<file path="config.mk">
export PLATFORM = sky130hd
export DESIGN_NAME = rope_cmd_fifo
export DESIGN_NICKNAME = d
export VERILOG_FILES = /design/src/rtl/rope_pkg.sv /design/src/rtl/rope_cmd_fifo.sv
export SDC_FILE = /design/constraint.sdc
export NUM_CORES = 1
export LEC_CHECK = 0
export BUFFER_PORTS_ARGS = -buffer_cell sky130_fd_sc_hd__buf_2
export CORE_MARGIN = 1
export CORE_UTILIZATION = 50
export CTS_CLUSTER_DIAMETER = 150
export CTS_CLUSTER_SIZE = 30
export DETAILED_ROUTE_END_ITERATION = 8
export GPL_TIMING_DRIVEN = 0
export PLACE_DENSITY = 0.71
export SKIP_LAST_GASP = 1
export SLEW_MARGIN = 10
export SYNTH_ARGS = -nofsm -noshare
export SYNTH_HDL_FRONTEND = slang
export SYNTH_SLANG_ARGS = --single-unit
export TNS_END_PERCENT = 100
</file>
<file path="constraint.sdc">
create_clock -name clk -period 8.4 [get_ports clk]
set_input_delay 1.26 -clock clk [delete_from_list [all_inputs] [get_ports clk]]
set_output_delay 1.26 -clock clk [all_outputs]
set_load 0.05 [all_outputs]
</file>
<file path="src/rtl/rope_pkg.sv">
// Shared constants, command and result types for the rotary position embedding unit.
`default_nettype none

package rope_pkg;

    // Sizing of the head vector, position range and trig table
    localparam int MAX_HEAD_DIM  = 128;
    localparam int MAX_POSITIONS = 2048;
    localparam int TABLE_DEPTH   = 131072;
    localparam int TABLE_AW      = 17;
    localparam int PEND_DEPTH    = MAX_HEAD_DIM / 2;
    localparam int PEND_AW       = (MAX_HEAD_DIM > 2) ? $clog2(PEND_DEPTH) : 1;
    localparam int CNT_W         = $clog2(MAX_HEAD_DIM + 1);
    localparam int HALF_W        = $clog2(MAX_HEAD_DIM / 2 + 1);
    localparam int POS_W         = 11;
    localparam int VAL_W         = 16;
    localparam int IDX_W         = 7;
    localparam int ADDR_SUM_W    = POS_W + HALF_W + 1;

    // Queue depths between the parts and at the result side
    localparam int CMD_DEPTH = 4;
    localparam int CMD_AW    = 2;
    localparam int OUT_DEPTH = 4;
    localparam int OUT_AW    = 2;

    // Fixed-point constants
    localparam logic signed [VAL_W-1:0] ONE_Q14 = 16'sd16384;

    // Configuration register indexes and reset values
    localparam logic [1:0] CFG_HEAD_DIM    = 2'd0;
    localparam logic [1:0] CFG_INTERLEAVED = 2'd1;
    localparam logic [1:0] CFG_ROTATE      = 2'd2;
    localparam logic [7:0] HEAD_DIM_RST    = 8'd128;

    // Operation handed from the front part to the back part
    typedef enum logic [1:0] {
        OP_TABLE,
        OP_STASH,
        OP_ROTATE
    } op_t;

    typedef struct packed {
        op_t                      op;
        logic [TABLE_AW-1:0]      tab_addr;
        logic [2*VAL_W-1:0]       tab_data;
        logic signed [VAL_W-1:0]  value;
        logic [PEND_AW-1:0]       pend_addr;
        logic [IDX_W-1:0]         first_idx;
        logic [IDX_W-1:0]         second_idx;
        logic                     done;
        logic                     rotate;
    } cmd_t;

    typedef struct packed {
        logic [IDX_W-1:0]         element_index;
        logic signed [VAL_W-1:0]  rotated_value;
        logic                     last_of_run;
        logic                     head_done;
    } result_t;

endpackage

`default_nettype wire

</file>
<file path="src/rtl/rope_cmd_fifo.sv">
// Short command queue between the front part and the back part.
`default_nettype none

module rope_cmd_fifo (
    input  wire logic           clk,
    input  wire logic           rst_n,
    input  wire logic           push,
    input  wire rope_pkg::cmd_t din,
    input  wire logic           pop,
    output logic                full,
    output logic                empty,
    output rope_pkg::cmd_t      dout
);

    rope_pkg::cmd_t                  entry_reg [rope_pkg::CMD_DEPTH];
    logic [rope_pkg::CMD_AW-1:0]     wr_ptr_reg, wr_ptr_next;
    logic [rope_pkg::CMD_AW-1:0]     rd_ptr_reg, rd_ptr_next;
    logic [rope_pkg::CMD_AW:0]       count_reg, count_next;
    logic                            do_push;
    logic                            do_pop;

    // Status and head of queue
    always_comb
    begin
        full    = (count_reg == (rope_pkg::CMD_AW+1)'(rope_pkg::CMD_DEPTH));
        empty   = (count_reg == '0);
        dout    = entry_reg[rd_ptr_reg];
        do_push = push & ~full;
        do_pop  = pop & ~empty;
        wr_ptr_next = do_push ? wr_ptr_reg + rope_pkg::CMD_AW'(1) : wr_ptr_reg;
        rd_ptr_next = do_pop ? rd_ptr_reg + rope_pkg::CMD_AW'(1) : rd_ptr_reg;
        count_next  = count_reg + (rope_pkg::CMD_AW+1)'(do_push)
                    - (rope_pkg::CMD_AW+1)'(do_pop);
    end

    // Advance pointers
    always_ff @(posedge clk or negedge rst_n)
    begin
        if (!rst_n)
        begin
            wr_ptr_reg <= '0;
            rd_ptr_reg <= '0;
            count_reg  <= '0;
        end
        else
        begin
            wr_ptr_reg <= wr_ptr_next;
            rd_ptr_reg <= rd_ptr_next;
            count_reg  <= count_next;
        end
    end

    // Store entries
    always_ff @(posedge clk)
    begin
        if (do_push)
        begin
            entry_reg[wr_ptr_reg] <= din;
        end
    end

endmodule

`default_nettype wire

</file>
# Word-level counts from Yosys, hierarchy flattened

Memories as Yosys holds them, arrays and structs flattened.
Index checks and enable logic that the tools add are counted.

Bits of input ports: 93
Logic and storage cells: 16
Memory bits (read-only): 0
Register bits: 7
Latch bits: 0
Output and inout port bits: 91
Bits in writable memories: 356
Memories kept: 1

Divide/modulo/power cells: 0
Equality and inequality tests: 1
Add/subtract/negate cells: 4
Multiplexer cells: 2
Bitwise gates (word level): 4
Shift-type cells: 0
$mul: 0
Reduce and logical (&&, ||, !) cells: 1
Magnitude comparators: 0

Memory list:

| memory    | words | bits a word | read ports | clocked after Yosys merged registers in | write ports | RTL line            | text |
|---|---|---|---|---|---|---|---|
| entry_reg | 4     | 89          | 1          | 0                                       | 1           | rope_cmd_fifo.sv:15 | `rope_pkg::cmd_t entry_reg [rope_pkg::CMD_DEPTH];` |

Operators with widths:

| operator                                     | number |
|---|---|
| adder 2 x 1 -> 2 bit (second input constant) | 2 |
| adder 3 x 1 -> 3 bit                         | 1 |
| equality test 3 bit (second input constant)  | 1 |
| logical NOT 3 bit                            | 1 |
| subtractor 3 x 1 -> 3 bit                    | 1 |
| bitwise AND 1 bit                            | 2 |
| two-way mux 1 bit                            | 2 |
| NOT 1 bit                                    | 2 |

# Longest topological paths before layout

Gate-level depths: netlist (run 1).

Word-level depth: 5
Mapped depth: 8
Mapped depth without buffers: 8

# Least setup slack after synthesis (run 1)

Ideal clock, no wire load.

Kind: in2reg
Start: in push
End: mem entry_reg[0][0] (netlist name), enable pin
Stages: 1
Library setup time: 458 ps
Required time: 7942 ps
Setup slack: 4554 ps
Arrival: 3388 ps
Path through: and3b_1

Cells in the longest elaborated chain, start to end: 3

RTL lines:

| what                                    | RTL line            | text |
|---|---|---|
| start: declaration                      | rope_cmd_fifo.sv:7  | `input wire logic push,` |
| bitwise AND 1 bit                       | rope_cmd_fifo.sv:28 | `do_push = push & ~full;` |
| two-way mux 1 bit                       | rope_cmd_fifo.sv:56 | `if (do_push)` |
| two-way mux 1 bit (implied by the code) | rope_cmd_fifo.sv:58 | `entry_reg[wr_ptr_reg] <= din;` |
| end: declaration                        | rope_cmd_fifo.sv:15 |  |

No other way between the ends.

==> results of run 1 <==
[power groups by stage]
stage          clock network (W)  logic, W  registers [W]
3_3_place_gp                   0   0.00258        0.00254
2_1_floorplan                  0   0.00206        0.00251
4_1_cts                 0.000927   0.00267        0.00247
5_1_grt                 0.000988   0.00274        0.00249
6_report                0.000902   0.00261        0.00247
3_5_place_dp                   0   0.00266        0.00251
[cell families after synthesis]
| logic type | share of synthesized area |
|---|---|
| compound gates | 0.00233 |
| xor+xnor | 0.00261 |
| fa+ha+maj | 0.00710 |
| buf+inv | 0.0196 |
| flops | 0.811 |
| mux | 0.150 |
| simple gates | 0.00775 |
[worst max-delay path: cells and delay by family, from the launching register on]
kind	cells	cell delay, ns
muxes	1	0.36
buffers and inverters	3	1.16
DFF	1	0.35
[path summary, 6_finish.rpt]
path	from	to	slack, ns
min in group clk	wr_ptr_reg[1]	wr_ptr_reg[1]	0.64
setup / recovery	rd_ptr_reg[1]	dout[65]	4.75
max in group asynchronous	rst_n	rd_ptr_reg[1]	7.70
hold / removal	rst_n	wr_ptr_reg[1]	0.55
setup reg to reg	count_reg[1]	count_reg[2]	6.11
hold reg to reg	wr_ptr_reg[1]	wr_ptr_reg[1]	0.64
[stage by stage]
step,cells,utilization
6_report,1054,0.585
5_1_grt,1053,0.585
4_1_cts,1051,0.585
3_5_place_dp,1028,0.567
3_3_place_gp,1024,0.562
2_1_floorplan,506,-
[layout make-up]
type                            count  share of cell area
Clock inverter                      1             0.00196
Antenna cell                        3            0.000489
Buffer                             20              0.0157
Clock buffer                       22              0.0290
Tap cell                          335              0.0273
Timing Repair Buffer              187              0.0669
Multi-Input combinational cell    117               0.149
Sequential cell                   363               0.708
Inverter                            6             0.00147
[cells in the final DEF (no fill, tap or decap)]
cell type and instances:
nand4bb_1 2, nor3b_2 1, o31ai_1 1, o311ai_0 1, nor3_1 1, and3b_4 4
o211ai_1 2, nand2b_1 4, nand2_1 1, clkinv_16 1, mux4_2 89, ha_1 6
buf_16 4, buf_12 9, diode_2 3, edfxtp_1 356, dfrtp_1 7, xnor2_1 4
clkbuf_1 6, buf_6 1, inv_1 6, clkbuf_16 17, fa_1 1, buf_2 192
[layer usage]
metal	track usage	up-vias	part of all wire
met5	0	-	0.00047
met4	0.0378	2	0.016
li1	-	2571	-
met1	0.223	3033	0.40
met3	0.0308	22	0.052
met2	0.308	142	0.53
==> metrics.yaml, run 1 <==
worst_setup_path:
  reg2reg_depth: 8
  slowest_stage: "clkbuf_1"
  cp_max_fo: 10
  critPathMaxStageDelay_ns: 0.53
  worst_setup_path_start_kind: "flip-flop"
  worstPathCellList: "clkbuf_1, buf_2, mux4_2, buf_2"
  cp.arrival_ns: 2.39
  worstPathRequired_ns: 7.14
  critPathKind: "reg -> out"
  cp_common_cell: "buf_2"
  crit_path_end_kind: "output port"
power:
  powerDensity_mw_per_mm2: 390
  power_switching_share: 0.399
  seqPwrFrac: 0.412
  peakVddDrop_uv: 353
  p_comb_frac: 0.437
  p_leak_nw: 5.16
  switchingPower_w: 0.00239
  clkPwrFrac: 0.151
  power_w: 0.00598
  power.internal_w: 0.00359
logic_synthesis:
  ys_types: 20
  synth_top_area_cell: "edfxtp_1"
  yosysWarnings: 0
  synth_ff_type: "edfxtp_1"
  synth_area_sq_mm: 0.0134
  syn_avg_cell_area_sq_um: 26.5
  ys_top_cells_by_area: "edfxtp_1, mux4_2, buf_12"
  synthCells: 506
  ys_seq_area_frac: 0.811
  synth_fp_nets: 606
  ys_top_cells_by_count: "edfxtp_1, mux4_2, buf_12, buf_2, dfrtp_1"
  ys_async_sr_fraction: 0.0193
  synth-seq-cells: 363
  synth.most_common_cell: "edfxtp_1"
  synth_edf_count: 356
  synth_top_area_frac: 0.798
clock_network:
  cts_tree: "yes"
  cts.sinks: 363
  clockBufferDepth: 3
  cts_setup_buffers: 0
  ctsHtreeMaxLevel: 1
  worstSkewPairLatency_ns: 0.51
  cts-root-buf: "clkbuf_16"
  clkTransAtPathRegs_ns: 0.11
  post_cts_resized: 0
  hold_buffers: 0
  cts_buffers: 16
cells_and_area:
  drive_gt1_frac: 0.444
  seq_area_sq_mm: 0.0109
  largest_register_ffs: 356
  nFillCells: 1837
  fin_area_sq_mm: 0.0153
  syn2layout_area_growth_pct: 14.5
  fin_nets: 811
  multi_input_area_sq_mm: 0.00228
global_routing:
  grt_util_all_layers: 0.173
  grt_pass1_wl_mm: 36.2
  grt_pass1_vias: 6355
  antenna_found_initial: 3
  overflow: 0
  grt_max_degree: 49
sta:
  timing.final.crit_period_ns: 3.65
  drv_slew: 0
  timing.final.ws_setup_ns: 4.75
  holdWs_ns: 0.549
  worst_slew_pin_slew_ns: 0.843
  fmax_mhz: 274
  rsz0062_at_grt: "false"
  post-route-period-util: 0.434
  hold_violations: 0
  fin_tns_setup_ns: 0
  setup_violations: 0
  clock_skew_ns: 0.0342
  max-slew-margin-rel: 0.438
routing:
  postRouteAntennaNets: 0
  num_vias: 5770
  detail_route.first_pass.iterations: 8
  routed_via_density: 5.47
  remaining_drc_errors: 36
  drt_iter0_drc: 441
  routedWlPerCell_um: 22.0
  routed_wl_mm: 23.2
placement:
  gp_congestion: 0.719
  io_buffers: 183
  place_area_sq_mm: 0.0149
  dp_hpwl_mm: 14.8
  dpl_worst_slack_ns: 5.22
floorplan:
  core_area_sq_mm: 0.0262
  fp.dieW_um: 166
  die_area_sq_mm: 0.0275
  io_pins: 184
  rows: 59
  initial_core_util: 0.511
  fp.dieH_um: 166
worst_hold_path:
  hp-class: "in -> async"
status:
  violations: "DRC"
  outcome: "complete, but fails checks"
flow_run:
  maxCapViolCount: 0
No activity file was read; power rests on OpenSTA's default activity.
==> run 2: changes to the inputs <==
clock period = 3.45 ns   (was 8.4 ns; I/O delays follow)
==> metrics.yaml, run 2 (same netlist as run 1, synthesis figures left out) <==
power:
  p_leak_nw: 5.17  # about the same
  peakVddDrop_uv: 861  # +140%
  powerDensity_mw_per_mm2: 949  # +140%
global_routing:
  grt_util_all_layers: 0.173  # about the same
  grt_max_degree: 49  # unchanged
  grt_pass1_wl_mm: 36.2  # about the same
  grt_pass1_vias: 6361  # +0.094%
  overflow: 0  # unchanged
  antenna_found_initial: 3  # unchanged
clock_network:
  clockBufferDepth: 3  # unchanged
  cts_buffers: 16  # unchanged
  clkTransAtPathRegs_ns: 0.11  # about the same
  ctsHtreeMaxLevel: 1  # unchanged
  cts_setup_buffers: 0  # unchanged
  worstSkewPairLatency_ns: 0.52  # about the same
  cts-root-buf: "clkbuf_16"
  cts.sinks: 363  # unchanged
  cts_tree: "yes"
sta:
  worst_slew_pin_slew_ns: 0.835  # -0.00776 ns
  clock_skew_ns: 0.0350  # +0.000800 ns
  fmax_mhz: 342
  hold_violations: 0  # unchanged
  post-route-period-util: 0.848
  timing.final.ws_setup_ns: 0.525  # -4.23 ns
  timing.final.crit_period_ns: 2.93
  rsz0062_at_grt: "false"
  setup_violations: 0  # unchanged
  drv_slew: 0  # unchanged
  max-slew-margin-rel: 0.443  # +0.00517
floorplan:
  rows: 59  # unchanged
  die_area_sq_mm: 0.0275  # unchanged
  fp.dieW_um: 166  # unchanged
  io_pins: 184  # unchanged
  initial_core_util: 0.511  # unchanged
  core_area_sq_mm: 0.0262  # unchanged
  fp.dieH_um: 166  # unchanged
status:
  outcome: "complete, but fails checks"
  violations: "DRC"
worst_setup_path:
  cp_max_fo: 10  # unchanged
  worst_setup_path_start_kind: "flip-flop"
  critPathKind: "reg -> out"
  cp.arrival_ns: 2.41  # +0.02 ns
  crit_path_end_kind: "output port"
  worstPathRequired_ns: 2.93  # -4.21 ns
cells_and_area:
  syn2layout_area_growth_pct: 14.6  # about the same
  layout_common_cells: "edfxtp_1, buf_2, mux4_2"
  layout.cells.most_common: "edfxtp_1"
  fin_area_sq_mm: 0.0153  # about the same
  fin_nets: 812  # +0.12%
  drive_gt1_frac: 0.444  # -0.000619
  nFillCells: 1836  # -0.054%
  largest_register_ffs: 356  # unchanged
flow_run:
  maxCapViolCount: 0  # unchanged
worst_hold_path:
  hp-class: "in -> reg"
routing:
  postRouteAntennaNets: 0  # unchanged
  num_vias: 5790  # +0.35%
  routed_wl_mm: 23.2  # about the same
  routedWlPerCell_um: 22.0  # about the same
  remaining_drc_errors: 36  # unchanged
  detail_route.first_pass.iterations: 9  # +1
  routed_via_density: 5.49  # +0.25%
  drt_iter0_drc: 388  # -12%
placement:
  dp_hpwl_mm: 14.8  # unchanged
  io_buffers: 183  # unchanged
  gp_congestion: 0.719  # unchanged
  place_area_sq_mm: 0.0149  # unchanged
  dpl_worst_slack_ns: 1.02  # -4.21 ns
run 2: area by class of cell:
type                       count  area, sq um  share of cell area
inverter                       6         22.5             0.00147
sequential                   363        10900               0.708
multi-input combinational    117         2280               0.149
buffer                        20          240              0.0157
antenna                        3         7.51            0.000489
tap                          335          419              0.0273
clock buffer                  22          444              0.0289
timing repair buffer         188         1040              0.0675
clock inverter                 1         30.0             0.00196
run 2: per-stage QoR:
| step | util | TNS (ns) | instances | total power (W) | hold WS (ns) |
|---|---|---|---|---|---|
| 2_1_floorplan | - | 0 | 506 | 0.0111 | 0.222 |
| 3_3_place_gp | 0.562 | -429.90 | 1024 | 0.0125 | 0.352 |
| 3_5_place_dp | 0.567 | 0 | 1028 | 0.0126 | 0.358 |
| 4_1_cts | 0.585 | 0 | 1052 | 0.0148 | 0.185 |
| 5_1_grt | 0.586 | 0 | 1054 | 0.0152 | 0.179 |
| 6_report | 0.586 | 0 | 1055 | 0.0146 | 0.204 |
run 2: power by group:
part / internal, W / total (W) / switching, W / leakage (nW)
clock network: 0.000930 / 0.00220 / 0.00127 / 0.227
logic: 0.00203 / 0.00636 / 0.00433 / 1.60
registers: 0.00579 / 0.00600 / 0.000209 / 3.34
total: 0.00875 / 0.0146 / 0.00581 / 5.17
run 2: path summary, 6_finish.rpt:
check | start | to | slack (ns) | cells past startpoint
setup / recovery | rd_ptr_reg[1] | dout[32] | 0.52 | 4
hold / removal | din[21] | entry_reg[0][21] | 0.20 | 1
setup reg to reg | count_reg[1] | count_reg[2] | 1.17 | 8
hold reg to reg | wr_ptr_reg[1] | wr_ptr_reg[1] | 0.64 | 2
max in group asynchronous | rst_n | rd_ptr_reg[1] | 2.95 | 2
min in group asynchronous | rst_n | wr_ptr_reg[1] | 0.34 | 2
run 2: critical path, stage by stage (launching register included):
cell and delay (ns):
dfrtp_1 0.35, clkbuf_1 0.54, buf_2 0.39, mux4_2 0.37, buf_2 0.23
run 2: routing by layer:
layer  part of all wire  global-route usage  wire, um  vias up
li1                   -                   -         -     2571
met1               0.41               0.223      9450     3054
met2               0.53               0.308     12300      139
met3              0.047              0.0308      1080       24
met4              0.017              0.0378       397        2
met5            0.00047                   0        11        -
run 2: repair_timing:
item | in CTS | in global routing
resized for setup | 0 | 0
hold buffers | 1 | 0
hold endpoints to repair | 7 | 0
