File: config.mk
export PLATFORM = sky130hd
export DESIGN_NAME = rope_front
export DESIGN_NICKNAME = d
export VERILOG_FILES = /design/src/rtl/rope_pkg.sv /design/src/rtl/rope_front.sv
export SDC_FILE = /design/constraint.sdc
export NUM_CORES = 1
export LEC_CHECK = 0
export ABC_AREA = 1
export BUFFER_PORTS_ARGS = -buffer_cell sky130_fd_sc_hd__buf_2
export CAP_MARGIN = 25
export CORE_UTILIZATION = 53
export CTS_BUF_LIST = sky130_fd_sc_hd__clkbuf_16
export DETAILED_ROUTE_END_ITERATION = 8
export PLACE_DENSITY_LB_ADDON = 0.1
export SKIP_LAST_GASP = 1
export SLEW_MARGIN = 15
export SYNTH_ARGS = -nofsm -noshare
export SYNTH_HDL_FRONTEND = slang
export SYNTH_SLANG_ARGS = --single-unit
File: constraint.sdc
create_clock -name clk -period 7.8 [get_ports clk]
set_clock_uncertainty 0.2 [all_clocks]
set_input_delay 0.39 -clock clk [delete_from_list [all_inputs] [get_ports clk]]
set_output_delay 0.39 -clock clk [all_outputs]
set_load 0.02 [all_outputs]
File: src/rtl/rope_pkg.sv
// Shared constants, command and result types for the rotary position embedding unit.
`default_nettype none

package rope_pkg;

    // Sizing of the head vector, position range and trig table
    localparam int MAX_HEAD_DIM  = 128;
    localparam int MAX_POSITIONS = 2048;
    localparam int TABLE_DEPTH   = 131072;
    localparam int TABLE_AW      = 17;
    localparam int PEND_DEPTH    = MAX_HEAD_DIM / 2;
    localparam int PEND_AW       = (MAX_HEAD_DIM > 2) ? $clog2(PEND_DEPTH) : 1;
    localparam int CNT_W         = $clog2(MAX_HEAD_DIM + 1);
    localparam int HALF_W        = $clog2(MAX_HEAD_DIM / 2 + 1);
    localparam int POS_W         = 11;
    localparam int VAL_W         = 16;
    localparam int IDX_W         = 7;
    localparam int ADDR_SUM_W    = POS_W + HALF_W + 1;

    // Queue depths between the parts and at the result side
    localparam int CMD_DEPTH = 4;
    localparam int CMD_AW    = 2;
    localparam int OUT_DEPTH = 4;
    localparam int OUT_AW    = 2;

    // Fixed-point constants
    localparam logic signed [VAL_W-1:0] ONE_Q14 = 16'sd16384;

    // Configuration register indexes and reset values
    localparam logic [1:0] CFG_HEAD_DIM    = 2'd0;
    localparam logic [1:0] CFG_INTERLEAVED = 2'd1;
    localparam logic [1:0] CFG_ROTATE      = 2'd2;
    localparam logic [7:0] HEAD_DIM_RST    = 8'd128;

    // Operation handed from the front part to the back part
    typedef enum logic [1:0] {
        OP_TABLE,
        OP_STASH,
        OP_ROTATE
    } op_t;

    typedef struct packed {
        op_t                      op;
        logic [TABLE_AW-1:0]      tab_addr;
        logic [2*VAL_W-1:0]       tab_data;
        logic signed [VAL_W-1:0]  value;
        logic [PEND_AW-1:0]       pend_addr;
        logic [IDX_W-1:0]         first_idx;
        logic [IDX_W-1:0]         second_idx;
        logic                     done;
        logic                     rotate;
    } cmd_t;

    typedef struct packed {
        logic [IDX_W-1:0]         element_index;
        logic signed [VAL_W-1:0]  rotated_value;
        logic                     last_of_run;
        logic                     head_done;
    } result_t;

endpackage

`default_nettype wire

File: src/rtl/rope_front.sv
// Front part: configuration registers, element counter and item classification.
`default_nettype none

module rope_front (
    input  wire logic                            clk,
    input  wire logic                            rst_n,
    input  wire logic                            cfg_write,
    input  wire logic [1:0]                      cfg_index,
    input  wire logic [7:0]                      cfg_data,
    input  wire logic                            push,
    input  wire logic                            kind,
    input  wire logic [rope_pkg::TABLE_AW-1:0]   table_index,
    input  wire logic signed [15:0]              table_cos,
    input  wire logic signed [15:0]              table_sin,
    input  wire logic signed [15:0]              value,
    input  wire logic [rope_pkg::POS_W-1:0]      position,
    input  wire logic                            cmd_full,
    output logic                                 cmd_push,
    output rope_pkg::cmd_t                       cmd
);

    localparam logic [rope_pkg::CNT_W-1:0] MAX_DIM_EVEN =
        rope_pkg::CNT_W'(rope_pkg::MAX_HEAD_DIM & ~1);
    localparam logic [rope_pkg::CNT_W-1:0] MIN_DIM = rope_pkg::CNT_W'(2);

    logic [7:0]                          head_dim_reg, head_dim_next;
    logic                                interleaved_reg, interleaved_next;
    logic                                rotate_reg, rotate_next;
    logic [rope_pkg::CNT_W-1:0]          count_reg, count_next;

    logic [rope_pkg::CNT_W-1:0]          dim;
    logic [rope_pkg::HALF_W-1:0]         half;
    logic [rope_pkg::CNT_W-1:0]          idx;
    logic [rope_pkg::CNT_W-1:0]          idx_inc;
    logic                                stash;
    logic [rope_pkg::PEND_AW-1:0]        pair;
    logic [rope_pkg::CNT_W-1:0]          first_full;
    logic                                done;
    logic [rope_pkg::POS_W-1:0]          pos_sat;
    logic [rope_pkg::ADDR_SUM_W-1:0]     addr_full;

    // Effective head size: drop the low bit, clamp to the legal range
    always_comb
    begin
        dim = rope_pkg::CNT_W'({head_dim_reg[7:1], 1'b0});
        if (dim < MIN_DIM)
        begin
            dim = MIN_DIM;
        end
        if (dim > MAX_DIM_EVEN)
        begin
            dim = MAX_DIM_EVEN;
        end
        half = rope_pkg::HALF_W'(dim >> 1);
    end

    // Classify a data element: first of a pair is stashed, second rotates both
    always_comb
    begin
        idx     = (count_reg >= dim) ? '0 : count_reg;
        idx_inc = idx + rope_pkg::CNT_W'(1);
        done    = (idx_inc >= dim);
        if (interleaved_reg)
        begin
            stash      = ~idx[0];
            pair       = rope_pkg::PEND_AW'(idx >> 1);
            first_full = idx - rope_pkg::CNT_W'(1);
        end
        else
        begin
            stash      = (idx < rope_pkg::CNT_W'(half));
            pair       = rope_pkg::PEND_AW'(idx - rope_pkg::CNT_W'(half));
            first_full = rope_pkg::CNT_W'(pair);
        end
    end

    // Table row address from the saturated position
    always_comb
    begin
        if (int'(position) >= rope_pkg::MAX_POSITIONS)
        begin
            pos_sat = rope_pkg::POS_W'(rope_pkg::MAX_POSITIONS - 1);
        end
        else
        begin
            pos_sat = position;
        end
        addr_full = rope_pkg::ADDR_SUM_W'(pos_sat) * rope_pkg::ADDR_SUM_W'(half)
                  + rope_pkg::ADDR_SUM_W'(pair);
    end

    // Build the transaction for the command queue
    always_comb
    begin
        cmd_push       = push & ~cmd_full;
        cmd.tab_data   = {table_cos, table_sin};
        cmd.value      = value;
        cmd.first_idx  = rope_pkg::IDX_W'(first_full);
        cmd.second_idx = rope_pkg::IDX_W'(idx);
        cmd.done       = done;
        cmd.rotate     = rotate_reg;
        if (!kind)
        begin
            cmd.op        = rope_pkg::OP_TABLE;
            cmd.tab_addr  = table_index;
            cmd.pend_addr = '0;
        end
        else if (stash)
        begin
            cmd.op        = rope_pkg::OP_STASH;
            cmd.tab_addr  = '0;
            cmd.pend_addr = interleaved_reg ? '0 : rope_pkg::PEND_AW'(idx);
        end
        else
        begin
            cmd.op        = rope_pkg::OP_ROTATE;
            cmd.tab_addr  = rope_pkg::TABLE_AW'(addr_full);
            cmd.pend_addr = interleaved_reg ? '0 : pair;
        end
    end

    // Next state of configuration and element counter
    always_comb
    begin
        head_dim_next    = head_dim_reg;
        interleaved_next = interleaved_reg;
        rotate_next      = rotate_reg;
        count_next       = count_reg;
        if (cmd_push && kind)
        begin
            count_next = (stash || !done) ? idx_inc : '0;
        end
        if (cfg_write)
        begin
            case (cfg_index)
                rope_pkg::CFG_HEAD_DIM:
                begin
                    head_dim_next = cfg_data;
                    count_next    = '0;
                end
                rope_pkg::CFG_INTERLEAVED:
                begin
                    interleaved_next = cfg_data[0];
                    count_next       = '0;
                end
                rope_pkg::CFG_ROTATE:
                begin
                    rotate_next = cfg_data[0];
                end
                default:
                begin
                    count_next = count_next;
                end
            endcase
        end
    end

    // Hold configuration and counter
    always_ff @(posedge clk or negedge rst_n)
    begin
        if (!rst_n)
        begin
            head_dim_reg    <= rope_pkg::HEAD_DIM_RST;
            interleaved_reg <= 1'b0;
            rotate_reg      <= 1'b1;
            count_reg       <= '0;
        end
        else
        begin
            head_dim_reg    <= head_dim_next;
            interleaved_reg <= interleaved_next;
            rotate_reg      <= rotate_next;
            count_reg       <= count_next;
        end
    end

endmodule

`default_nettype wire

Word level (Yosys, flattened, before mapping)
Index checks and enable logic that the tools add are counted.

word-level totals
  bits of input ports = 92
  memory bits (read-only) = 0
  bits in latches = 0
  memories kept = 0
  memory bits (writable) = 0
  register bits = 18

cells by class
  multiplexer cells = 16
  reductions and logical operators = 8
  multiply operators = 1
  shift operators = 0
  bitwise operators = 3
  equal/unequal tests = 2
  divide/modulo/power cells = 0
  add/subtract/negate cells = 4
  magnitude comparators = 5

operators by type and width
  cell                                                                   count
  8-bit 2-to-1 mux                                                       7
  19-bit 2-to-1 mux                                                      2
  6-bit 2-to-1 mux                                                       5
  17-bit by 6-bit adder with 17-bit output                               1
  11-bit by 7-bit multiplier with 17-bit output                          1
  8-bit greater-or-equal comparator                                      2
  8-bit by 1-bit adder with 8-bit output (second input constant)         1
  8-bit greater-than comparator (second input constant)                  1
  8-bit by 2-bit < comparator with 1-bit output (second input constant)  1
  8-bit by 7-bit < comparator with 1-bit output                          1
  7-bit 2-to-1 mux                                                       1
  7-bit by 1-bit subtractor with 7-bit output (second input constant)    1
  2-bit AND reduction                                                    3
  6-bit subtractor                                                       1
  2-bit by 1-bit == test with 1-bit output (second input constant)       1
  2-bit == test (second input constant)                                  1
  2-bit logical NOT                                                      1
  1-bit inverter                                                         2
  2-bit OR reduction                                                     1
  1-bit AND                                                              1
  1-bit logical AND                                                      1
  1-bit logical NOT                                                      1
  1-bit logical OR                                                       1
  1-bit 2-to-1 mux                                                       1

Depth between registers and ports, before layout
Gate-level depths: netlist (run 1).

  depth after elaboration = 14
  gate-level depth with buffers = 40
  mapped depth without buffers = 39

Worst setup path after synthesis (run 1)
OpenSTA, ideal clock, no wires.

  path type = reg2out
  start = register head_dim_reg[4]
  end = output port cmd[82] (netlist name)
  stages on the path, launching flop included = 38
  arrival time = 6.698 ns
  required time = 7.210 ns
  slack = 0.512 ns
  path buffers = 1
  path through = dfrtp_1 -> nor2_1 -> nand3_1 -> o21ai_0 -> inv_1 -> nor2_1 -> clkinv_1 -> ha_1 -> nand2_1 -> nor2_2 -> nand2_2 -> nand3_4 -> buf_12 -> nor2_8 -> ha_1 -> a21o_1 -> o21ai_0 -> inv_1 -> [2 not listed] -> nand2_1 -> nand2_1 -> nor2_1 -> inv_1 -> o21ai_0 -> fa_1 -> inv_1 -> fa_1 -> fa_1 -> inv_1 -> ha_1 -> inv_1 -> o21bai_1 -> a21boi_0 -> nor2_1 -> nor2_1 -> xor2_1 -> o21ai_0

RTL lines
  element                 RTL line           text
  from (decl)             rope_front.sv:26   logic [7:0] head_dim_reg, head_dim_next;
  from (signal assigned)  rope_front.sv:163  head_dim_reg <= rope_pkg::HEAD_DIM_RST;
  from (signal assigned)  rope_front.sv:170  head_dim_reg <= head_dim_next;
  to (decl)               rope_front.sv:19   output rope_pkg::cmd_t cmd

==> flow_summary.yaml, run 1 <==
pwr:
  swShare_pct: 56.1
  p_int_uw: 565
  power_frac_clock_pct: 8.0
  powerDensity_nw_per_um2: 229
  power_frac_comb_pct: 83.4
  seqPwrFrac_pct: 8.7
  peakVddDrop_uv: 154
  leakagePower_nw: 3.19
  switching_power_uw: 721
synth:
  synth-seq-cells: 17
  seq_area_frac_synth_pct: 8.23
  synthCells: 712
  synth_edf_count: 0
  synthArstFlopShare_pct: 100
  synth_nets: 918
  yosys.cell_types.count: 46
  syn_avg_cell_area_um2: 7.30
  ys.flop_type: "dfrtp_1"
  yosysWarnings: 0
  syn-cell-area_um2: 5200
clocking:
  clockRootBuffer: "clkbuf_16"
  cts.sinks: 17
  numCtsBuffers: 3
  clockBufferDepth: 2
  clk_latency_ns: 0.25
  clk_pin_slew_ns: 0.05
  h-tree-depth: 1
  cts_tree: "done"
worst_setup_path:
  r2r_slack_ns: 3.16
  cp_slowest_stage_delay_ns: 0.70
  cp_slowest_cell: "dfstp_2"
  startpoint_type: "register"
  cp_max_fo: 15
  worst_r2r_startpoint: "head_dim_reg[6]$_DFFE_PN0P_"
  rr_worst_depth: 30
  crit_arrival_ns: 6.72
  cp_common_cell: "ha_1"
  path_class: "reg -> out"
  crit_path_start: "head_dim_reg[7]$_DFFE_PN1P_"
  cp_data_required_time_ns: 7.21
  cp-end-kind: "primary output"
  r2r_end: "count_reg[5]$_DFF_PN0_"
min_path:
  min_from: "cfg_data[3]"
  hold_path.class: "in -> reg"
  min_path_cells: 2
  min_delay_worst_endpoint: "head_dim_reg[3]$_DFFE_PN0P_"
floorplan:
  die_w_um: 101
  die_area_um2: 10200
  ioPinCount: 182
  row_count: 35
  start_util_pct: 55.5
  core-area_um2: 9370
  dieHeight_um: 101
route:
  wl_per_cell_um: 14.0
  drt_first_pass_iters: 4
  num_vias: 4695
  drc_errors: 0
  drtIter0Drc: 283
  routed_via_density: 5.27
  postRouteAntennaNets: 0
  drt-total-wl_um: 12500
layout:
  final_util_pct: 60.0
  areaGrowthSynthToFinish_pct: 8.21
  nNetsFinal: 969
  final_area_um2: 5620
  drive_above_1_share_pct: 21.1
  nFillCells: 928
  largest_register_ffs: 8
  antennaDiodeCount: 0
timing:
  fin_ws_ns: 0.492
  finalSetupViolCount: 0
  clock.fmax_ghz: 0.137
  min_period_ns: 7.31
  hold_slack_ns: 0.178
  fin_crit_sh_pct: 93.7
  slew_headroom_pct: 58.4
  timing_hold_violations_final: 0
  tightest_slew_ns: 0.624
  finalSetupTns_ns: 0
  slew_viol_final: 0
grt:
  gr-total-overflow: 0
  grtUsageTotal_pct: 25.9
  grt_pass1_vias: 4586
  antenna_found_initial: 0
  grt_max_degree: 19
  grt_pass1_wl_um: 21100
placed_design:
  post_dp_cell_area_um2: 5440
  pre_cts_ws_ns: 0.228
  dp.final_hpwl_um: 10600
  place.gp.congestion: 0.950
  portBuffers: 85
status:
  outcome: "completed"
job:
  drv_cap: 0
[cell usage in the layout, fill, tap and decap left out, types with 3 or more instances in the layout]
cell type	count
nor2_2	6
nand2_2	4
nor2_8	4
xor2_1	15
o21ai_2	8
o22ai_2	3
inv_1	125
nor2_1	77
o21ai_1	7
inv_2	5
fa_1	50
nand4_1	6
clkbuf_16	3
nor2_4	4
o31ai_1	4
a21oi_1	40
buf_2	85
a22o_1	4
o21ai_0	20
clkinv_1	3
ha_1	64
buf_4	17
xnor2_1	5
nand3_1	27
nor3_1	8
dfrtp_1	15
nand2_1	123
clkinvlp_4	3
[metrics by stage]
| step | power [mW] | std cells |
|---|---|---|
| CTS | 1.27 | 884 |
| detailed placement | 1.15 | 879 |
| floorplan | 0.953 | 712 |
| finish | 1.29 | 891 |
| global route | 1.46 | 891 |
| global placement | 1.14 | 879 |
[power by group through the flow]
stage          combinational, mW  clock (mW)  sequential [mW]
2_1_floorplan              0.848           0            0.105
3_3_place_gp                1.03           0            0.111
3_5_place_dp                1.04           0            0.112
4_1_cts                     1.05       0.105            0.111
5_1_grt                     1.24       0.108            0.113
6_report                    1.07       0.102            0.111
[per-layer routing]
metal	wire, µm	GRT usage (%)
met1	5690	35.0
met2	5780	44.4
met3	789	2.77
met4	218	6.02
met5	0	0
[what timing repair did]
action / 4_1_cts / 5_1_grt
endpoints found under the setup margin: 2 / 11
hold buffers: 1 / 0
buffers inserted: 0 / 7
pin swaps: 0 / 2
gates resized for setup: 1 / 16
endpoints found under the hold margin: 15 / 0
[worst max path at each step]
| stage | to | slack (ns) | depth (start not counted) |
|---|---|---|---|
| 6_report | cmd[82] | 0.49 | 33 |
| 3_3_place_gp | cmd[86] | 0.56 | 38 |
| 4_1_cts | cmd[82] | 0.11 | 36 |
| 5_1_grt | cmd[82] | -0.02 | 40 |
| 2_1_floorplan | cmd[82] | 0.51 | 37 |
| 3_5_place_dp | cmd[82] | 0.23 | 36 |
[synth_stat cells (7+ instances only)]
cell type | number | area share (%)
ha_1 | 64 | 15
o21ai_0 | 24 | 2.3
xor2_1 | 15 | 2.5
nor2_1 | 78 | 5.6
buf_4 | 50 | 7.2
nand2_1 | 123 | 8.9
o21ai_2 | 7 | 1.2
nor3_1 | 8 | 0.77
nand3_1 | 28 | 2.7
inv_1 | 129 | 9.3
fa_1 | 50 | 19
a21oi_1 | 40 | 3.9
dfrtp_1 | 15 | 7.2
[logic make-up (layout without fill, tap and decap cells)]
logic type,count (synthesis),after routing,synth area share [%]
buf+inv,195,245,18.2
simple gates,271,271,24.2
fa+ha+maj,114,114,34.7
xor+xnor,20,20,3.37
compound gates,94,94,11.1
flops,17,17,8.23
mux,1,1,0.217
[worst max-delay path: cells and delay by family, from the launching register on]
kind / cells / cell delay [ns]
buffers and inverters: 9 / 0.90
flip-flops: 1 / 0.70
adder cells (fa/ha/maj): 8 / 2.60
AO/OA/AOI/OAI: 9 / 1.40
AND/OR/NAND/NOR: 6 / 0.68
XOR/XNOR: 1 / 0.18
[layout make-up]
cell class                      count  area [µm²]  share of cell area, %
Multi-Input combinational cell    500        3850                   68.5
Timing Repair Buffer              104         574                   10.2
Inverter                          137         527                   9.37
Sequential cell                    17         428                   7.61
Tap cell                          129         161                   2.87
Clock buffer                        3        75.1                   1.33
Clock inverter                      1        7.51                  0.133
(Power assumes the default switching activity.)
==> run 2, diff against run 1 <==
==> constraint.sdc (replaced) <==
create_clock -name clk -period 7.2 [get_ports clk]
set_clock_uncertainty 0.2 [all_clocks]
set_input_delay 0.36 -clock clk [delete_from_list [all_inputs] [get_ports clk]]
set_output_delay 0.36 -clock clk [all_outputs]
set_load 0.02 [all_outputs]
==> run 2 against run 1 <==
Combinational power rose by 24%. Flip-flop and latch count did not move. Via count fell by 0.68%. Critical path depth rose by 6. Die area did not move. Wire length rose by 0.37%. Count of clock-buffer cells in the layout did not move. Utilization rose by 2.3 points. Design area rose by 3.8%. Critical path type unchanged. Largest power group unchanged. Highest routed layer unchanged.
==> flow_summary.yaml, run 2 (synthesized netlist as in run 1, its figures left out) <==
status:
  outcome: "completed"
pwr:
  peakVddDrop_uv: 182
  leakagePower_nw: 3.26
  seqPwrFrac_pct: 7.5
  p_int_uw: 703
  power_frac_clock_pct: 7.0
  switching_power_uw: 849
  powerDensity_nw_per_um2: 266
  swShare_pct: 54.7
  finalPower_mw: 1.55
  power_frac_comb_pct: 85.5
worst_setup_path:
  worst_r2r_startpoint: "head_dim_reg[3]$_DFFE_PN0P_"
  cp_slowest_stage_delay_ns: 0.55
  r2r_slack_ns: 2.75
  cp_slowest_cell: "fa_1"
  cp_data_required_time_ns: 6.64
  path_class: "reg -> out"
  cp_common_cell: "nand2_1"
  startpoint_type: "register"
  cp-end-kind: "primary output"
  crit_arrival_ns: 6.28
  rr_worst_depth: 27
  crit_end: "cmd[86]"
  cp_max_fo: 5
  crit_path_start: "head_dim_reg[3]$_DFFE_PN0P_"
  r2r_end: "count_reg[6]$_DFF_PN0_"
layout:
  final_area_um2: 5840
  final_common_cell: "inv_1"
  largest_register_ffs: 8
  multiInputGateArea_um2: 3980
  antennaDiodeCount: 0
  nFillCells: 891
  seq_area_um2: 428
  areaGrowthSynthToFinish_pct: 12.3
  nNetsFinal: 980
  mostFrequentLayoutCells: "inv_1 (124), nand2_1 (120), buf_2 (83)"
  drive_above_1_share_pct: 24.6
route:
  drt_first_pass_iters: 7
  wl_per_cell_um: 13.9
  num_vias: 4663
  drc_errors: 0
  drt-total-wl_um: 12500
  routed_via_density: 5.17
  postRouteAntennaNets: 0
  drtIter0Drc: 197
placed_design:
  place.gp.congestion: 0.935
  portBuffers: 85
  post_dp_cell_area_um2: 5490
  dp.final_hpwl_um: 10600
clocking:
  numCtsBuffers: 3
  clockRootBuffer: "clkbuf_16"
  cts_tree: "done"
  cts.sinks: 17
  clk_pin_slew_ns: 0.05
  clk_latency_ns: 0.24
  h-tree-depth: 1
  clockBufferDepth: 2
grt:
  grt_pass1_wl_um: 21200
  gr-total-overflow: 0
  grtUsageTotal_pct: 26.1
  grt_pass1_vias: 4512
  antenna_found_initial: 0
  grt_max_degree: 19
job:
  drv_cap: 0
floorplan:
  core-area_um2: 9370
  dieHeight_um: 101
  die_w_um: 101
  ioPinCount: 182
  row_count: 35
  start_util_pct: 55.5
  die_area_um2: 10200
timing:
  timing_hold_violations_final: 0
  tightest_slew_ns: 0.623
  slew_headroom_pct: 58.3
  clock.fmax_ghz: 0.146
  min_period_ns: 6.84
  slew_viol_final: 0
  finalSetupViolCount: 0
  fin_crit_sh_pct: 95.0
min_path:
  hold_path.class: "in -> reg"
==> run 2: metrics by stage <==
stage | worst slack [ns] | util, % | TNS [ns] | hold slack (ns) | std cells
2_1_floorplan | 0.0935 | - | 0 | -0.136 | 712
5_1_grt | -0.0584 | 62.3 | -0.160 | 0.163 | 902
3_3_place_gp | 0.167 | 58.6 | 0 | 0.0893 | 886
6_report | 0.357 | 62.3 | 0 | 0.151 | 902
3_5_place_dp | -0.0621 | 58.6 | -0.0621 | 0.0971 | 886
4_1_cts | -0.0215 | 59.8 | -0.0215 | 0.148 | 891
==> run 2: cell type report <==
type / instances / area share [%]
multi-input combinational: 500 / 68.2
timing repair buffer: 115 / 11.4
inverter: 137 / 8.94
sequential: 17 / 7.33
tap: 129 / 2.77
clock buffer: 3 / 1.29
clock inverter: 1 / 0.0858
==> run 2: worst min-delay path by stage <==
stage                 from                           to  depth (start not counted)
2_1_floorplan        rst_n       count_reg[0]$_DFF_PN0_                          0
3_3_place_gp         rst_n  head_dim_reg[5]$_DFFE_PN0P_                          1
3_5_place_dp         rst_n  head_dim_reg[6]$_DFFE_PN0P_                          1
4_1_cts        cfg_data[7]  head_dim_reg[7]$_DFFE_PN1P_                          3
5_1_grt        cfg_data[3]  head_dim_reg[3]$_DFFE_PN0P_                          2
6_report       cfg_data[7]  head_dim_reg[7]$_DFFE_PN1P_                          3
==> run 2: power by group through the flow <==
| stage | clock [mW] | combinational (mW) | sequential, mW |
|---|---|---|---|
| finish | 0.109 | 1.33 | 0.117 |
| global route | 0.117 | 1.51 | 0.119 |
| CTS | 0.110 | 1.17 | 0.116 |
| detailed placement | 0 | 1.14 | 0.118 |
| global placement | 0 | 1.13 | 0.117 |
| floorplan | 0 | 0.919 | 0.114 |
==> run 2: layer usage <==
layer,track usage [%],vias to the layer above,part of all wire [%]
li1,-,2309,-
met1,36.9,2177,46
met2,44.9,153,46
met3,1.11,24,5.9
met4,4.79,0,1.3
met5,0,-,0
==> run 2: what timing repair did <==
action,in CTS,in global routing
resized for setup,5,45
buffers inserted,0,11
hold endpoints to repair,15,0
pin swaps,0,31
hold buffers,1,0
endpoints found under the setup margin,5,12
==> run 2: worst max-delay path, delay by kind of cell (launching register included) <==
kind | cells | cell delay [ns]
and+or+nand+nor | 17 | 1.62
adders and majority gates | 6 | 2.28
DFF | 1 | 0.39
buffers and inverters | 8 | 0.54
AOI/OAI and AO/OA | 8 | 1.16
==> run 3, diff against run 2 <==
--- a/config.mk
+++ b/config.mk
@@ -9,7 +9,6 @@
 export BUFFER_PORTS_ARGS = -buffer_cell sky130_fd_sc_hd__buf_2
 export CAP_MARGIN = 25
 export CORE_UTILIZATION = 53
-export CTS_BUF_LIST = sky130_fd_sc_hd__clkbuf_16
 export DETAILED_ROUTE_END_ITERATION = 8
 export PLACE_DENSITY_LB_ADDON = 0.1
 export SKIP_LAST_GASP = 1
==> constraint.sdc (replaced) <==
create_clock -name clk -period 7.2 [get_ports clk]
set_clock_uncertainty 0.2 [all_clocks]
set_input_delay 2.16 -clock clk [delete_from_list [all_inputs] [get_ports clk]]
set_output_delay 2.16 -clock clk [all_outputs]
set_load 0.02 [all_outputs]
==> run 3 against run 2 <==
The run now ends with setup timing left. Critical path depth fell by 1. Worst setup slack got worse by 1.7 ns. Die area did not move. Non-clock buffer count rose by 114. Sequential power barely moved. Critical path type unchanged. Largest cell class unchanged. Largest power group unchanged.
==> flow_summary.yaml, run 3 (synthesized netlist as in run 1, its figures left out) <==
timing:
  fin_ws_ns: -1.34
  min_period_ns: 8.54
  clock.fmax_ghz: 0.117
  rsz0062_at_grt: "yes"
  timing_hold_violations_final: 0
  slew_headroom_pct: 52.3
  fin_crit_sh_pct: 119
  slew_viol_final: 0
  tightest_slew_ns: 0.713
  hold_slack_ns: 0.290
  finalSetupViolCount: 15
floorplan:
  row_count: 35
  dieHeight_um: 101
  die_area_um2: 10200
  core-area_um2: 9370
  ioPinCount: 182
  start_util_pct: 55.5
  die_w_um: 101
layout:
  nNetsFinal: 1094
  areaGrowthSynthToFinish_pct: 38.1
  drive_above_1_share_pct: 41.7
  final_area_um2: 7180
  nFillCells: 733
  antennaDiodeCount: 0
  largest_register_ffs: 8
  final_common_cell: "buf_4"
  mostFrequentLayoutCells: "buf_4 (135), nand2_1 (113), inv_1 (111)"
clocking:
  numCtsBuffers: 3
  cts_tree: "done"
  clockRootBuffer: "clkbuf_8"
  cts.sinks: 17
  h-tree-depth: 1
  clockBufferDepth: 2
  clk_pin_slew_ns: 0.07
  ctsHoldBuffers: 0
  clk_latency_ns: 0.25
route:
  routed_via_density: 5.33
  wl_per_cell_um: 15.6
  drt-total-wl_um: 15800
  drtIter0Drc: 239
  drc_errors: 0
  postRouteAntennaNets: 0
  num_vias: 5411
  drt_first_pass_iters: 5
placed_design:
  portBuffers: 85
  place.gp.congestion: 0.946
  dp.final_hpwl_um: 12000
  post_dp_cell_area_um2: 6320
worst_setup_path:
  startpoint_type: "register"
  cp_slowest_stage_delay_ns: 0.51
  crit_arrival_ns: 6.18
  cp_common_cell: "inv_2"
  cp-end-kind: "primary output"
  cp_data_required_time_ns: 4.84
  path_class: "reg -> out"
  cp_max_fo: 4
  cp_slowest_cell: "fa_1"
grt:
  grt_pass1_wl_um: 25700
  antenna_found_initial: 0
  grtUsageTotal_pct: 32.2
  grt_pass1_vias: 5551
  gr-total-overflow: 0
  grt_max_degree: 19
pwr:
  peakVddDrop_uv: 219
  leakagePower_nw: 3.88
  powerDensity_nw_per_um2: 292
status:
  outcome: "complete, but fails checks"
  violations: "setup timing"
min_path:
  hold_path.class: "reg -> reg"
job:
  drv_cap: 0
[run 3: cell count changes in the layout (fill, tap and decap cells not counted), sizes merged]
cell	delta
dlygate4sd3	-1
inv	+1
clkinvlp	+1
clkinv	-2
buf	+115
[run 3: routing by layer]
metal	part of all wire [%]	GRT usage [%]	wire length [µm]
met1	42	41.7	6590
met2	50	55.6	7830
met3	5.9	3.47	940
met4	2.8	11.9	446
met5	0	0	0
[run 3: power by group]
group	total [mW]	internal (mW)	switching (mW)
logic	1.91	0.872	1.04
clock network	0.0735	0.0389	0.0346
registers	0.116	0.106	0.00954
[run 3: final cells by class]
type	instances	area, µm²	area share (%)
multi-input combinational	500	4360	60.7
clock inverter	1	7.51	0.105
tap	129	161	2.25
sequential	17	428	5.96
inverter	137	527	7.34
timing repair buffer	229	1660	23.1
clock buffer	3	41.3	0.575
[run 3: path summary, 6_finish.rpt]
kind	startpoint	to	slack, ns	cells past startpoint
min	rotate_reg$_DFFE_PN1P_	rotate_reg$_DFFE_PN1P_	0.29	2
max	head_dim_reg[3]$_DFFE_PN0P_	cmd[86]	-1.34	38
min in group asynchronous	rst_n	count_reg[1]$_DFF_PN0_	1.62	1
min reg2reg	rotate_reg$_DFFE_PN1P_	rotate_reg$_DFFE_PN1P_	0.29	2
max reg2reg	head_dim_reg[3]$_DFFE_PN0P_	count_reg[7]$_DFF_PN0_	2.88	28
max in group asynchronous	rst_n	rotate_reg$_DFFE_PN1P_	4.87	1
[run 3: critical path, delay by kind of cell (launching register included)]
| kind | cells | cell delay, ns |
|---|---|---|
| fa+ha+maj | 6 | 2.10 |
| buf+inv | 8 | 0.55 |
| simple gates | 16 | 1.66 |
| flops | 1 | 0.38 |
| compound gates | 8 | 1.22 |
[run 3: stage by stage]
step	cells	util, %	total power, mW	setup WS, ns	TNS (ns)
finish	1016	76.6	2.10	-1.34	-16.23
global route	1016	76.6	2.29	-1.63	-20.44
CTS	1028	74.6	1.92	-1.17	-17.34
detailed placement	971	67.4	1.61	-1.16	-13.17
global placement	971	67.4	1.57	-1.05	-11.98
floorplan	712	-	1.13	-1.02	-10.84
[run 3: what timing repair did]
| action | CTS | global route |
|---|---|---|
| pin swaps | 51 | 49 |
| setup buffers | 53 | 15 |
| setup endpoints to repair | 15 | 18 |
| resized for setup | 55 | 68 |
| hold endpoints to repair | 0 | 0 |
